### src/rtl/epcs_div.sv
// ----------------------------------------------------------------------------
// Pipelined restoring divider
// One quotient bit per stage, QUO_W stages. The quotient must fit in QUO_W
// bits; the caller forces den to one and num to zero when it has no answer.
// ----------------------------------------------------------------------------
module epcs_div #(
	parameter int NUM_W = 33,
	parameter int DEN_W = 16,
	parameter int QUO_W = 17
) (
	input  logic             clk,
	input  logic             en,
	input  logic [NUM_W-1:0] num,
	input  logic [DEN_W-1:0] den,
	output logic [QUO_W-1:0] quo
);

	logic [DEN_W-1:0] rem_q [1:QUO_W];
	logic [DEN_W-1:0] den_q [1:QUO_W];
	logic [QUO_W-1:0] low_q [1:QUO_W];
	logic [QUO_W-1:0] quo_q [1:QUO_W];

	for (genvar k = 0; k < QUO_W; k++) begin : g_step
		logic [DEN_W-1:0] rem_in;
		logic [DEN_W-1:0] den_in;
		logic [QUO_W-1:0] low_in;
		logic [QUO_W-1:0] quo_in;
		logic [DEN_W:0]   trial;
		logic             ge;

		if (k == 0) begin : g_first
			// upper numerator bits start as the partial remainder
			assign rem_in = DEN_W'(num >> QUO_W);
			assign den_in = den;
			assign low_in = num[QUO_W-1:0];
			assign quo_in = '0;
		end else begin : g_next
			assign rem_in = rem_q[k];
			assign den_in = den_q[k];
			assign low_in = low_q[k];
			assign quo_in = quo_q[k];
		end

		assign trial = {rem_in, low_in[QUO_W-1]};
		assign ge    = trial >= {1'b0, den_in};

		always_ff @(posedge clk) begin
			if (en) begin
				rem_q[k+1] <= ge ? DEN_W'(trial - {1'b0, den_in}) : DEN_W'(trial);
				den_q[k+1] <= den_in;
				low_q[k+1] <= low_in << 1;
				quo_q[k+1] <= {quo_in[QUO_W-2:0], ge};
			end
		end
	end

	assign quo = quo_q[QUO_W];

endmodule

### config.mk
export PLATFORM = sky130hd
export DESIGN_NAME = epcs_div
export DESIGN_NICKNAME = d
export VERILOG_FILES = /design/src/rtl/epcs_div.sv
export SDC_FILE = /design/constraint.sdc
export NUM_CORES = 1
export LEC_CHECK = 0
export BUFFER_PORTS_ARGS = -buffer_cell sky130_fd_sc_hd__buf_2
export CAP_MARGIN = 20
export CORE_UTILIZATION = 28
export CTS_BUF_LIST = sky130_fd_sc_hd__clkbuf_16
export DETAILED_ROUTE_END_ITERATION = 6
export PLACE_DENSITY = 0.53
export SYNTH_ARGS = -nofsm -noshare
export SYNTH_HDL_FRONTEND = slang
export SYNTH_SLANG_ARGS = --single-unit
### constraint.sdc
create_clock -name clk -period 9.54 [get_ports clk]
set_clock_uncertainty 0.1 [all_clocks]
set_input_delay 0.954 -clock clk [delete_from_list [all_inputs] [get_ports clk]]
set_output_delay 0.954 -clock clk [all_outputs]
set_load 0.01 [all_outputs]
==> impl_metrics.ini <==
[cells_and_area]
layout_commonest_cell = edfxtp_1
final_layout_size_suffix_gt1_share_pct = 12.8
multi_input_area_um2 = 14700
stdcell_area_um2 = 45900
n_antenna_cell = 0
fin_cells = 5148
regArea_um2 = 24100
layout.nets = 3526
nFillCells = 14000
mostFrequentLayoutCells = 801 x edfxtp_1, 347 x inv_1, 272 x ha_1, 177 x a21oi_1, 156 x nor2_1
syn_to_final_growth_pct = 13.9

[floorplan]
die_w_um = 381
design.die.area_um2 = 145000
die_h_um = 381
initial_utilization_pct = 28.3
io_pins = 68
rows = 138
coreArea_um2 = 142000

[cts]
path_clk_slew_ns = 0.06
postCtsSetupBuffers = 0
cts_tree = done
hold_buffers = 0
clock_sinks = 801
root_buffer = clkbuf_16
clock_path_buffers = 3
cts_resized = 0
h-tree-depth = 3
clock_latency_ns = 0.70
cts_buffers = 90

[yosys]
syn_nets = 3391
ys_async_sr_fraction_pct = 0
synth_top_area_share_pct = 59.8
synth_edf_count = 801
netlist_area_um2 = 40200
yosys.cell_types.count = 70
syn_inst = 3052
syn_area_per_cell_um2 = 13.2
synth_top_area_cell = edfxtp_1
ys_seq_area_share_pct = 59.8
synth_area_leaders = edfxtp_1 60%, ha_1 8.5%, mux2_2 3.7%
ys_seq_elements = 801
yosysWarnings = 0
synth_flop_cell = edfxtp_1

[drt]
met3_length_um = 2500
routedWlPerCell_um = 15.1
top_layer = met4
drc = 0
routed-wl-met2_um = 41600
drt_iter0_drc = 1151
drt-total-wl_um = 77600
vias = 23300
viasPerCell = 4.52
dr.pass1.iters = 5
met1_length_um = 31000
ant_nets = 0

[sta]
slew_violations = 0
rsz0062_at_grt = false
fmax_ghz = 0.271
setup_viol = 0
min_period_ns = 3.69
final.period_utilization_pct = 38.7
hold_violations = 0
hold-worst-slack_ns = 0.310
worst_pin_slew_ns = 1.03
final.setup.tns_ns = 0
max-slew-margin-rel_pct = 30.9

[power]
p_total_mw = 14.3
peakVddDrop_uv = 167
leakagePower_nw = 17.9
p_per_area_nw_per_um2 = 312

[grt]
grt_use_total_pct = 10.6
gr-total-overflow = 0
grt_pass1_wl_um = 123000
grt_max_degree = 184
antenna_found_initial = 1
grt_pass1_vias = 23600

[worst_hold_path]
min_path_cells = 0
min_from = low_q[0][189]
worstHoldPathType = flip-flop to flip-flop
min_to = low_q[0][206]

[job]
cap_viol_max_count = 0

[setup_path]
reg2reg_from = den_q[0][225]
r2r_cells = 10
crit_chain = inv_1 -> ha_1 -> nor2b_1 -> o31a_1 -> o31ai_2 -> a211oi_1 -> a2111oi_4 -> nand2_1 -> a211o_1 -> mux2_4
start_kind = flip-flop
critPathLaunch = den_q[0][225]
worst_setup_path_end_kind = flip-flop
cp.arrival_ns = 4.02
max_stage_delay_ns = 0.64
cp_max_fo = 17
reg2reg_slack_ns = 5.85
r2r_end = rem_q[0][249]
crit_slowest_cell = a211o_1
cp_data_required_time_ns = 9.87
crit_type = flip-flop to flip-flop

[placed_design]
gp_congestion = 0.855
placed_area_um2 = 42900
hpwlAfterDp_um = 55700
dp_cells = 4984
io_buffers = 67

[status]
status = finished clean
layout make-up:
class                      count  area share (%)
clock buffer                  91            4.97
clock inverter                72            1.53
inverter                     330            2.70
multi-input combinational   1883            32.1
sequential                   801            52.5
tap                         1890            5.16
timing repair buffer          81            1.10
worst max path at each step:
| stage | to | slack (ns) |
|---|---|---|
| after global placement | rem_q[0][26] | 5.35 |
| after global routing | rem_q[0][249] | 5.65 |
| after floorplan | rem_q[0][24] | 5.88 |
| after CTS | rem_q[0][247] | 5.83 |
| after detailed placement | rem_q[0][27] | 5.34 |
| final | rem_q[0][249] | 5.85 |
synth_stat cells (10+ instances only):
cell and instances:
a211o_1 11, a211oi_1 20, a21o_1 52, a21oi_1 178, a31oi_1 28, and3_1 15
buf_2 11, buf_6 12, clkbuf_1 14, edfxtp_1 801, fa_1 16, ha_1 272
inv_1 330, mux2_2 134, mux2_4 37, mux2i_1 43, nand2_1 125, nand2b_1 32
nand3_1 42, nand4_1 44, nor2_1 156, nor2b_1 56, nor3_1 55, nor4_1 13
o211ai_1 10, o21a_1 42, o21ai_0 155, o31a_1 18, o41ai_1 12, or2_2 13
or3_1 16, or4_1 10, xnor2_1 116, xor2_1 61
through the flow:
step           utilization (%)  setup WS [ns]
2_1_floorplan                -           5.88
3_3_place_gp              30.2           5.35
3_5_place_dp              30.2           5.34
4_1_cts                   32.3           5.83
5_1_grt                   32.3           5.65
6_report                  32.3           5.85
power breakdown:
| group | switching (mW) | total (mW) | internal [mW] |
|---|---|---|---|
| registers | 0.381 | 5.35 | 4.97 |
| clock network | 1.45 | 3.49 | 2.04 |
| logic | 2.82 | 5.44 | 2.63 |
metal layers:
layer,GRT usage (%),vias up
li1,-,11600
met1,11.3,11200
met5,0,-
met3,2.12,149
met2,20.3,313
met4,3.80,0
cell families after synthesis:
group / synth area share [%]
DFF: 59.8
AOI/OAI and AO/OA: 9.87
and+or+nand+nor: 7.37
buffers and inverters: 3.69
adders and majority gates: 9.25
muxes: 6.20
xor gates and xnor gates: 3.85
worst max-delay path, delay by kind of cell (launching register included):
kind	cells	cell delay [ns]
compound gates	5	1.92
flops	1	0.43
mux	1	0.42
simple gates	2	0.25
fa+ha+maj	1	0.23
buf+inv	1	0.08
sequential cells by signal (all words and copies together), names as in the netlist:
register  count
den_q       256
quo_q       153
low_q       136
rem_q       256
Power figures use the tool's default switching activity.
