[src/rtl/epcs_isqrt.sv]
// ----------------------------------------------------------------------------
// Pipelined integer square root
// Digit by digit, one root bit per stage, IN_W/2 stages, floor result.
// ----------------------------------------------------------------------------
module epcs_isqrt #(
	parameter int IN_W = 34
) (
	input  logic                clk,
	input  logic                en,
	input  logic [IN_W-1:0]     val,
	output logic [IN_W/2-1:0]   root
);

	localparam int RW = IN_W / 2;

	logic [RW+1:0]   rem_q  [1:RW];
	logic [RW-1:0]   root_q [1:RW];
	logic [IN_W-1:0] bits_q [1:RW];

	for (genvar k = 0; k < RW; k++) begin : g_step
		logic [RW+1:0]   rem_in;
		logic [RW-1:0]   root_in;
		logic [IN_W-1:0] bits_in;
		logic [RW+3:0]   cur;
		logic [RW+3:0]   trial;
		logic            ge;

		if (k == 0) begin : g_first
			assign rem_in  = '0;
			assign root_in = '0;
			assign bits_in = val;
		end else begin : g_next
			assign rem_in  = rem_q[k];
			assign root_in = root_q[k];
			assign bits_in = bits_q[k];
		end

		assign cur   = {rem_in, bits_in[IN_W-1:IN_W-2]};
		assign trial = {2'b00, root_in, 2'b01};
		assign ge    = cur >= trial;

		always_ff @(posedge clk) begin
			if (en) begin
				rem_q[k+1]  <= ge ? (RW+2)'(cur - trial) : (RW+2)'(cur);
				root_q[k+1] <= {root_in[RW-2:0], ge};
				bits_q[k+1] <= bits_in << 2;
			end
		end
	end

	assign root = root_q[RW];

endmodule

[config.mk]
export PLATFORM = sky130hd
export DESIGN_NAME = epcs_isqrt
export DESIGN_NICKNAME = d
export VERILOG_FILES = /design/src/rtl/epcs_isqrt.sv
export SDC_FILE = /design/constraint.sdc
export NUM_CORES = 1
export LEC_CHECK = 0
export BUFFER_PORTS_ARGS = -buffer_cell sky130_fd_sc_hd__buf_4
export CORE_MARGIN = 1
export CORE_UTILIZATION = 61
export DETAILED_ROUTE_END_ITERATION = 6
export PLACE_DENSITY = 0.78
export SYNTH_ARGS = -nofsm -noshare
export SYNTH_HDL_FRONTEND = slang
export SYNTH_SLANG_ARGS = --single-unit
[constraint.sdc]
create_clock -name clk -period 3.7 [get_ports clk]
set_clock_uncertainty 0.1 [all_clocks]
set_input_delay 0.555 -clock clk [delete_from_list [all_inputs] [get_ports clk]]
set_output_delay 0.555 -clock clk [all_outputs]
set_load 0.05 [all_outputs]
==> metrics, run 1 <==
status finished clean; switching power roughly 5300 µW; crit-path max cell delay approximately 0.51 ns; io pins 53; Die Wd 232 µm; Layout area overhead 12.7%; ANT nets after route 0; Clk pwr share 34.6%; max_cap viols 0; RSZ-0062 raised after global routing no; First DRT Iteration DRCs between 1k and 1.5k; Pint 15400 µW; post-detail-place hpwl ~41000 µm; clock sink count between 700 and 800; Fin. Hold Viols 0; CTS tree done; Rows between 80 and 90; Final Setup Violations 0; initial core utilization 61.6%; Crit Path Category flop to flop; #FFs+latches synth slightly above 700; H-Tree Level Count 3; Placer Congestion 0.920; CTS Buf Count 72; Syn. warnings 0; largest net degree at the start of global routing 100; Layout Nets 2802; Worst path slowest cell inv_1; most area-hungry cell type in the Yosys netlist edfxtp_1; Slew Limit Fails 0; distinct cell type count after synthesis 72; FF-to-FF setup slack around 0.5 ns; Clk Latency, worst-skew pair ~0.62 ns; post-synthesis cell area about 32000 µm²; wire per inst roughly 18 µm; vias per cell roughly 6; VDD IR max 0.446 mV; Slew headroom between 40% and 50%; GR Util All Layers between 20 and 25%; DRC viols 0; Period Utilization, post-route between 80% and 90%; setup_tns 0 ns; Fill cells about 3.5k; clk slew on worst S/H paths about 0.06 ns; Synth async-reset ratio 0%; commonest cells in the netlist edfxtp_1 (707), inv_1 (208), ha_1 (171), nand2_1 (162), o21ai_0 (151); CP endpoint kind flop; GR Overflow Total 0; dominant synthesized flop cell edfxtp_1; Die ar. 54000 µm²; total wire length 59100 µm; Antenna diodes 0; f_max approximately 310 MHz; fraction of power spent switching nets between 20% and 30%; Die Y 232 µm; Pwr Density about 570 nW/µm²; EDFF count, synth 707; Slew @ Worst Pin 0.770 ns; syn avg cell area approximately 13 µm²; Static Leak roughly 0.014 µW; WP data required around 4 ns; clk root buf clkbuf_16; most frequent cell after synthesis edfxtp_1; Core ar. roughly 53000 µm²; Net Count, Synth 2651; critical path's top delay family buffers and inverters; synth top area cells edfxtp_1 (66%), ha_1 (6.6%), xnor2_1 (3.0%); initial antenna violation count 0; first-pass GRT wire length 96400 µm; CP arrival around 3.5 ns; Buf/Inv on CP 2; Clock Path Buffers 3; number of iterations in the first detailed-routing pass 6; Final Critical Period ~3.2 ns; Hold Path Class primary input to flop; layout cells sized above 1 just over 8%; Seq pwr share roughly half; post-layout power about 21000 µW; Cells after Synth between 2k and 2.5k; Yosys top cell area share roughly two thirds; part of the power in combinational logic between 10% and 20%; Port Buffers 52; vias post-DR approximately 20k; crit-path max FO 21; CP cell instances ha_1 -> nand4_1 -> a21oi_1 -> o31ai_1 -> buf_4 -> o21ai_0 -> nor2_1 -> inv_1 -> mux2_2; sequential element share of the synthesized area about 66%; vias in the first global route about 20k; crit start category flop
[routing by layer]
layer  part of all wire (%)  GRT usage [%]  vias to the layer above
li1                       -              -                     9363
met1                     42           28.6                     9405
met2                     50           38.6                      612
met3                    5.2           3.48                      163
met4                    3.1           8.78                        0
met5                      0              0                        -
[repair_timing]
action                    in CTS  in global routing
hold endpoints to repair      32                  0
setup buffers                  0                  0
hold buffers                  32                  0
gates resized for setup        0                  0
[worst reg2reg max path: stages, from the launching register on]
cell      delay, ns
edfxtp_1       0.40
ha_1           0.39
nand4_1        0.28
a21oi_1        0.28
o31ai_1        0.11
buf_4          0.16
o21ai_0        0.23
nor2_1         0.10
inv_1          0.51
mux2_2         0.41
[placed cells by master (no fill, tap or decap), types with 34 or more instances in the layout]
cell and count:
xor2_1 105, ha_1 171, edfxtp_1 707, nor2_1 145, nand2_1 162, nand3_1 36, o21ai_0 151, xnor2_1 110
o21a_1 34, inv_1 208, nor3_1 50, clkbuf_16 72, a21oi_1 132, buf_4 70, a21o_1 37
[flip-flops by register name, summed over array words and instances, names as in the netlist]
signal / count
rem_q: 282
bits_q: 272
root_q: 153
[through the flow]
stage,std cells,hold slack [ns],setup WS [ns],instance area [µm²],util (%)
after floorplan,2444,0.300,0.696,32400,-
after global placement,3177,0.300,0.579,33800,64.4
after detailed placement,3177,0.305,0.537,33800,64.4
after CTS,3340,0.0867,0.519,36500,69.5
after global routing,3340,0.123,0.291,36500,69.5
final,3340,0.130,0.501,36500,69.5
[final timing paths]
check | cells past startpoint | to | start
max | 9 | rem_q[13][7] | rem_q[12][4]
min | 2 | rem_q[1][0] | val[32]
max reg2reg | 9 | rem_q[13][7] | rem_q[12][4]
min reg2reg | 0 | bits_q[6][26] | bits_q[5][56]
[kinds of logic after synthesis]
| kind of cell | share of synthesized area (%) |
|---|---|
| buffers and inverters | 2.85 |
| other | 0.0116 |
| and+or+nand+nor | 9.47 |
| AOI/OAI and AO/OA | 9.01 |
| muxes | 0.668 |
| DFF | 65.6 |
| xor gates and xnor gates | 5.82 |
| adders and majority gates | 6.61 |
[final cells by class]
type / count / area (µm²) / area share (%)
sequential: 707 / 21200 / 58.2
multi-input combinational: 1494 / 10300 / 28.1
clock buffer: 88 / 1860 / 5.10
timing repair buffer: 110 / 1000 / 2.74
tap: 688 / 861 / 2.36
inverter: 210 / 788 / 2.16
clock inverter: 43 / 485 / 1.33
[power by group through the flow]
| stage | Clock, µW | Combinational (µW) | Sequential (µW) |
|---|---|---|---|
| final | 7180 | 3080 | 10500 |
| after detailed placement | 0 | 3010 | 10600 |
| after global routing | 7620 | 3430 | 10500 |
| after CTS | 7340 | 3070 | 10500 |
| after floorplan | 0 | 2180 | 10400 |
| after global placement | 0 | 2880 | 10600 |
Note: power is estimated with default switching activity, not from simulation.
==> run 2: changes to the inputs <==
clock period = 4.1 ns   (was 3.7 ns; I/O delays follow)
==> metrics, run 2 (synthesis gave the netlist of run 1 again) <==
Setup Fix Bufs, Post-CTS 0; Crit Path Category flop to flop; status finished clean; Layout Nets ~2.8k; First DRT Iteration DRCs 1515; Period Utilization, post-route 82.2%; crit-path max FO 9; io pins 53; crit-path max cell delay 0.77 ns; Slew headroom 43.4%; Final Setup Violations 0; Clock Path Buffers 3; clk slew on worst S/H paths around 0.06 ns; Largest register FFs 282; CP arrival 3.64 ns; WL met1 approximately 26000 µm; clock sink count between 700 and 800; f_max ~300 MHz; Slew Limit Fails 0; Final Util slightly below 70%; Fill cells about 3.6k; vias in the first global route between 15k and 20k; first-pass GRT wire length about 96000 µm; biggest regs rem_q (282), bits_q (272), root_q (153); most frequent cells in the layout edfxtp_1 (707), inv_1 (208), ha_1 (171); metal3 WL 2990 µm; Layout area overhead 12.4%; Static Leak between 0.01 and 0.015 µW; clk root buf clkbuf_16; Fin. Hold Viols 0; Core ar. roughly 53000 µm²; ANT nets after route 0; max_cap viols 0; CP endpoint kind flop; Final Critical Period 3.37 ns; post-layout power about 19000 µW; Die Y between 200 and 250 µm; CP cell instances or3_1 -> or4_1 -> or2_2 -> a2111oi_2 -> or4_1 -> nor3_1 -> xor2_1; crit start category flop; # hold bufs at CTS 0; Slew @ Worst Pin between 0.8 and 0.9 ns; max layer used met4; cell mode on critical path or4_1; Rows between 80 and 90; VDD IR max about 0.56 mV; Port Buffers 52; layout cells sized above 1 under 10%; Top reg by flops rem_q; Worst path slowest cell a2111oi_2; GR Overflow Total 0; CTS tree done; Pwr Density between 500 and 600 nW/µm²; Placer Congestion 0.904; Die Wd about 230 µm; Clk Latency, worst-skew pair roughly 0.63 ns; H-Tree Level Count 3; wire per inst 17.9 µm; number of iterations in the first detailed-routing pass 6; initial antenna violation count 0; Hold Path Class primary input to flop; commonest non-fill, non-tap cell in the layout edfxtp_1; RSZ-0062 raised after global routing no; PostCTS Resize Cnt 0; CTS Buf Count 73; Die ar. about 54000 µm²; setup_tns 0 ns; critical path's top delay family simple AND/OR/NAND/NOR gates; post-detail-place hpwl between 40000 and 50000 µm; initial core utilization between 60% and 70%; GR Util All Layers approximately 23%; total wire length 59300 µm; vias per cell ~5.8; WP data required 4.37 ns; Buf/Inv on CP 0; routed wl met2 a little under 30000 µm; largest net degree at the start of global routing 99; vias post-DR 19.2k; DRC viols 0; Antenna diodes 0
run 2: report_power, final:
| part | leakage [µW] | switching, µW | internal, µW | total [µW] |
|---|---|---|---|---|
| registers | 0.00677 | 476 | 8970 | 9440 |
| clock network | 0.00124 | 2810 | 4140 | 6950 |
| logic | 0.00603 | 1580 | 1170 | 2750 |
| total | 0.0140 | 4860 | 14300 | 19100 |
run 2: final cells by class:
cell class | count | area (µm²) | share of cell area [%]
clock buffer | 81 | 1900 | 5.22
clock inverter | 50 | 638 | 1.75
inverter | 210 | 788 | 2.17
multi-input combinational | 1494 | 10300 | 28.2
sequential | 707 | 21200 | 58.3
tap | 688 | 861 | 2.36
timing repair buffer | 83 | 718 | 1.97
run 2: stage by stage:
stage / instances / hold WS (ns) / area (µm²) / setup slack (ns)
after global routing: 3313 / 0.0223 / 36400 / 0.501
after floorplan: 2444 / 0.300 / 32400 / 1.10
after CTS: 3313 / 0.0173 / 36400 / 0.720
after detailed placement: 3182 / 0.305 / 33900 / 0.728
final: 3313 / 0.0535 / 36400 / 0.728
after global placement: 3182 / 0.300 / 33900 / 0.839
run 2: final timing paths:
check | start | endpoint | slack, ns | cells after the start
worst min register to register | bits_q[1][8] | bits_q[1][42] | 0.31 | 0
worst max register to register | rem_q[8][8] | rem_q[9][14] | 0.73 | 7
worst max-delay path | rem_q[8][8] | rem_q[9][14] | 0.73 | 7
worst min-delay path | val[9] | bits_q[0][41] | 0.05 | 1
run 2: metal layers:
metal / vias up / global-route usage [%]
li1: 9308 / -
met1: 9255 / 29.0
met2: 515 / 38.2
met3: 118 / 4.58
met4: 0 / 7.30
met5: - / 0
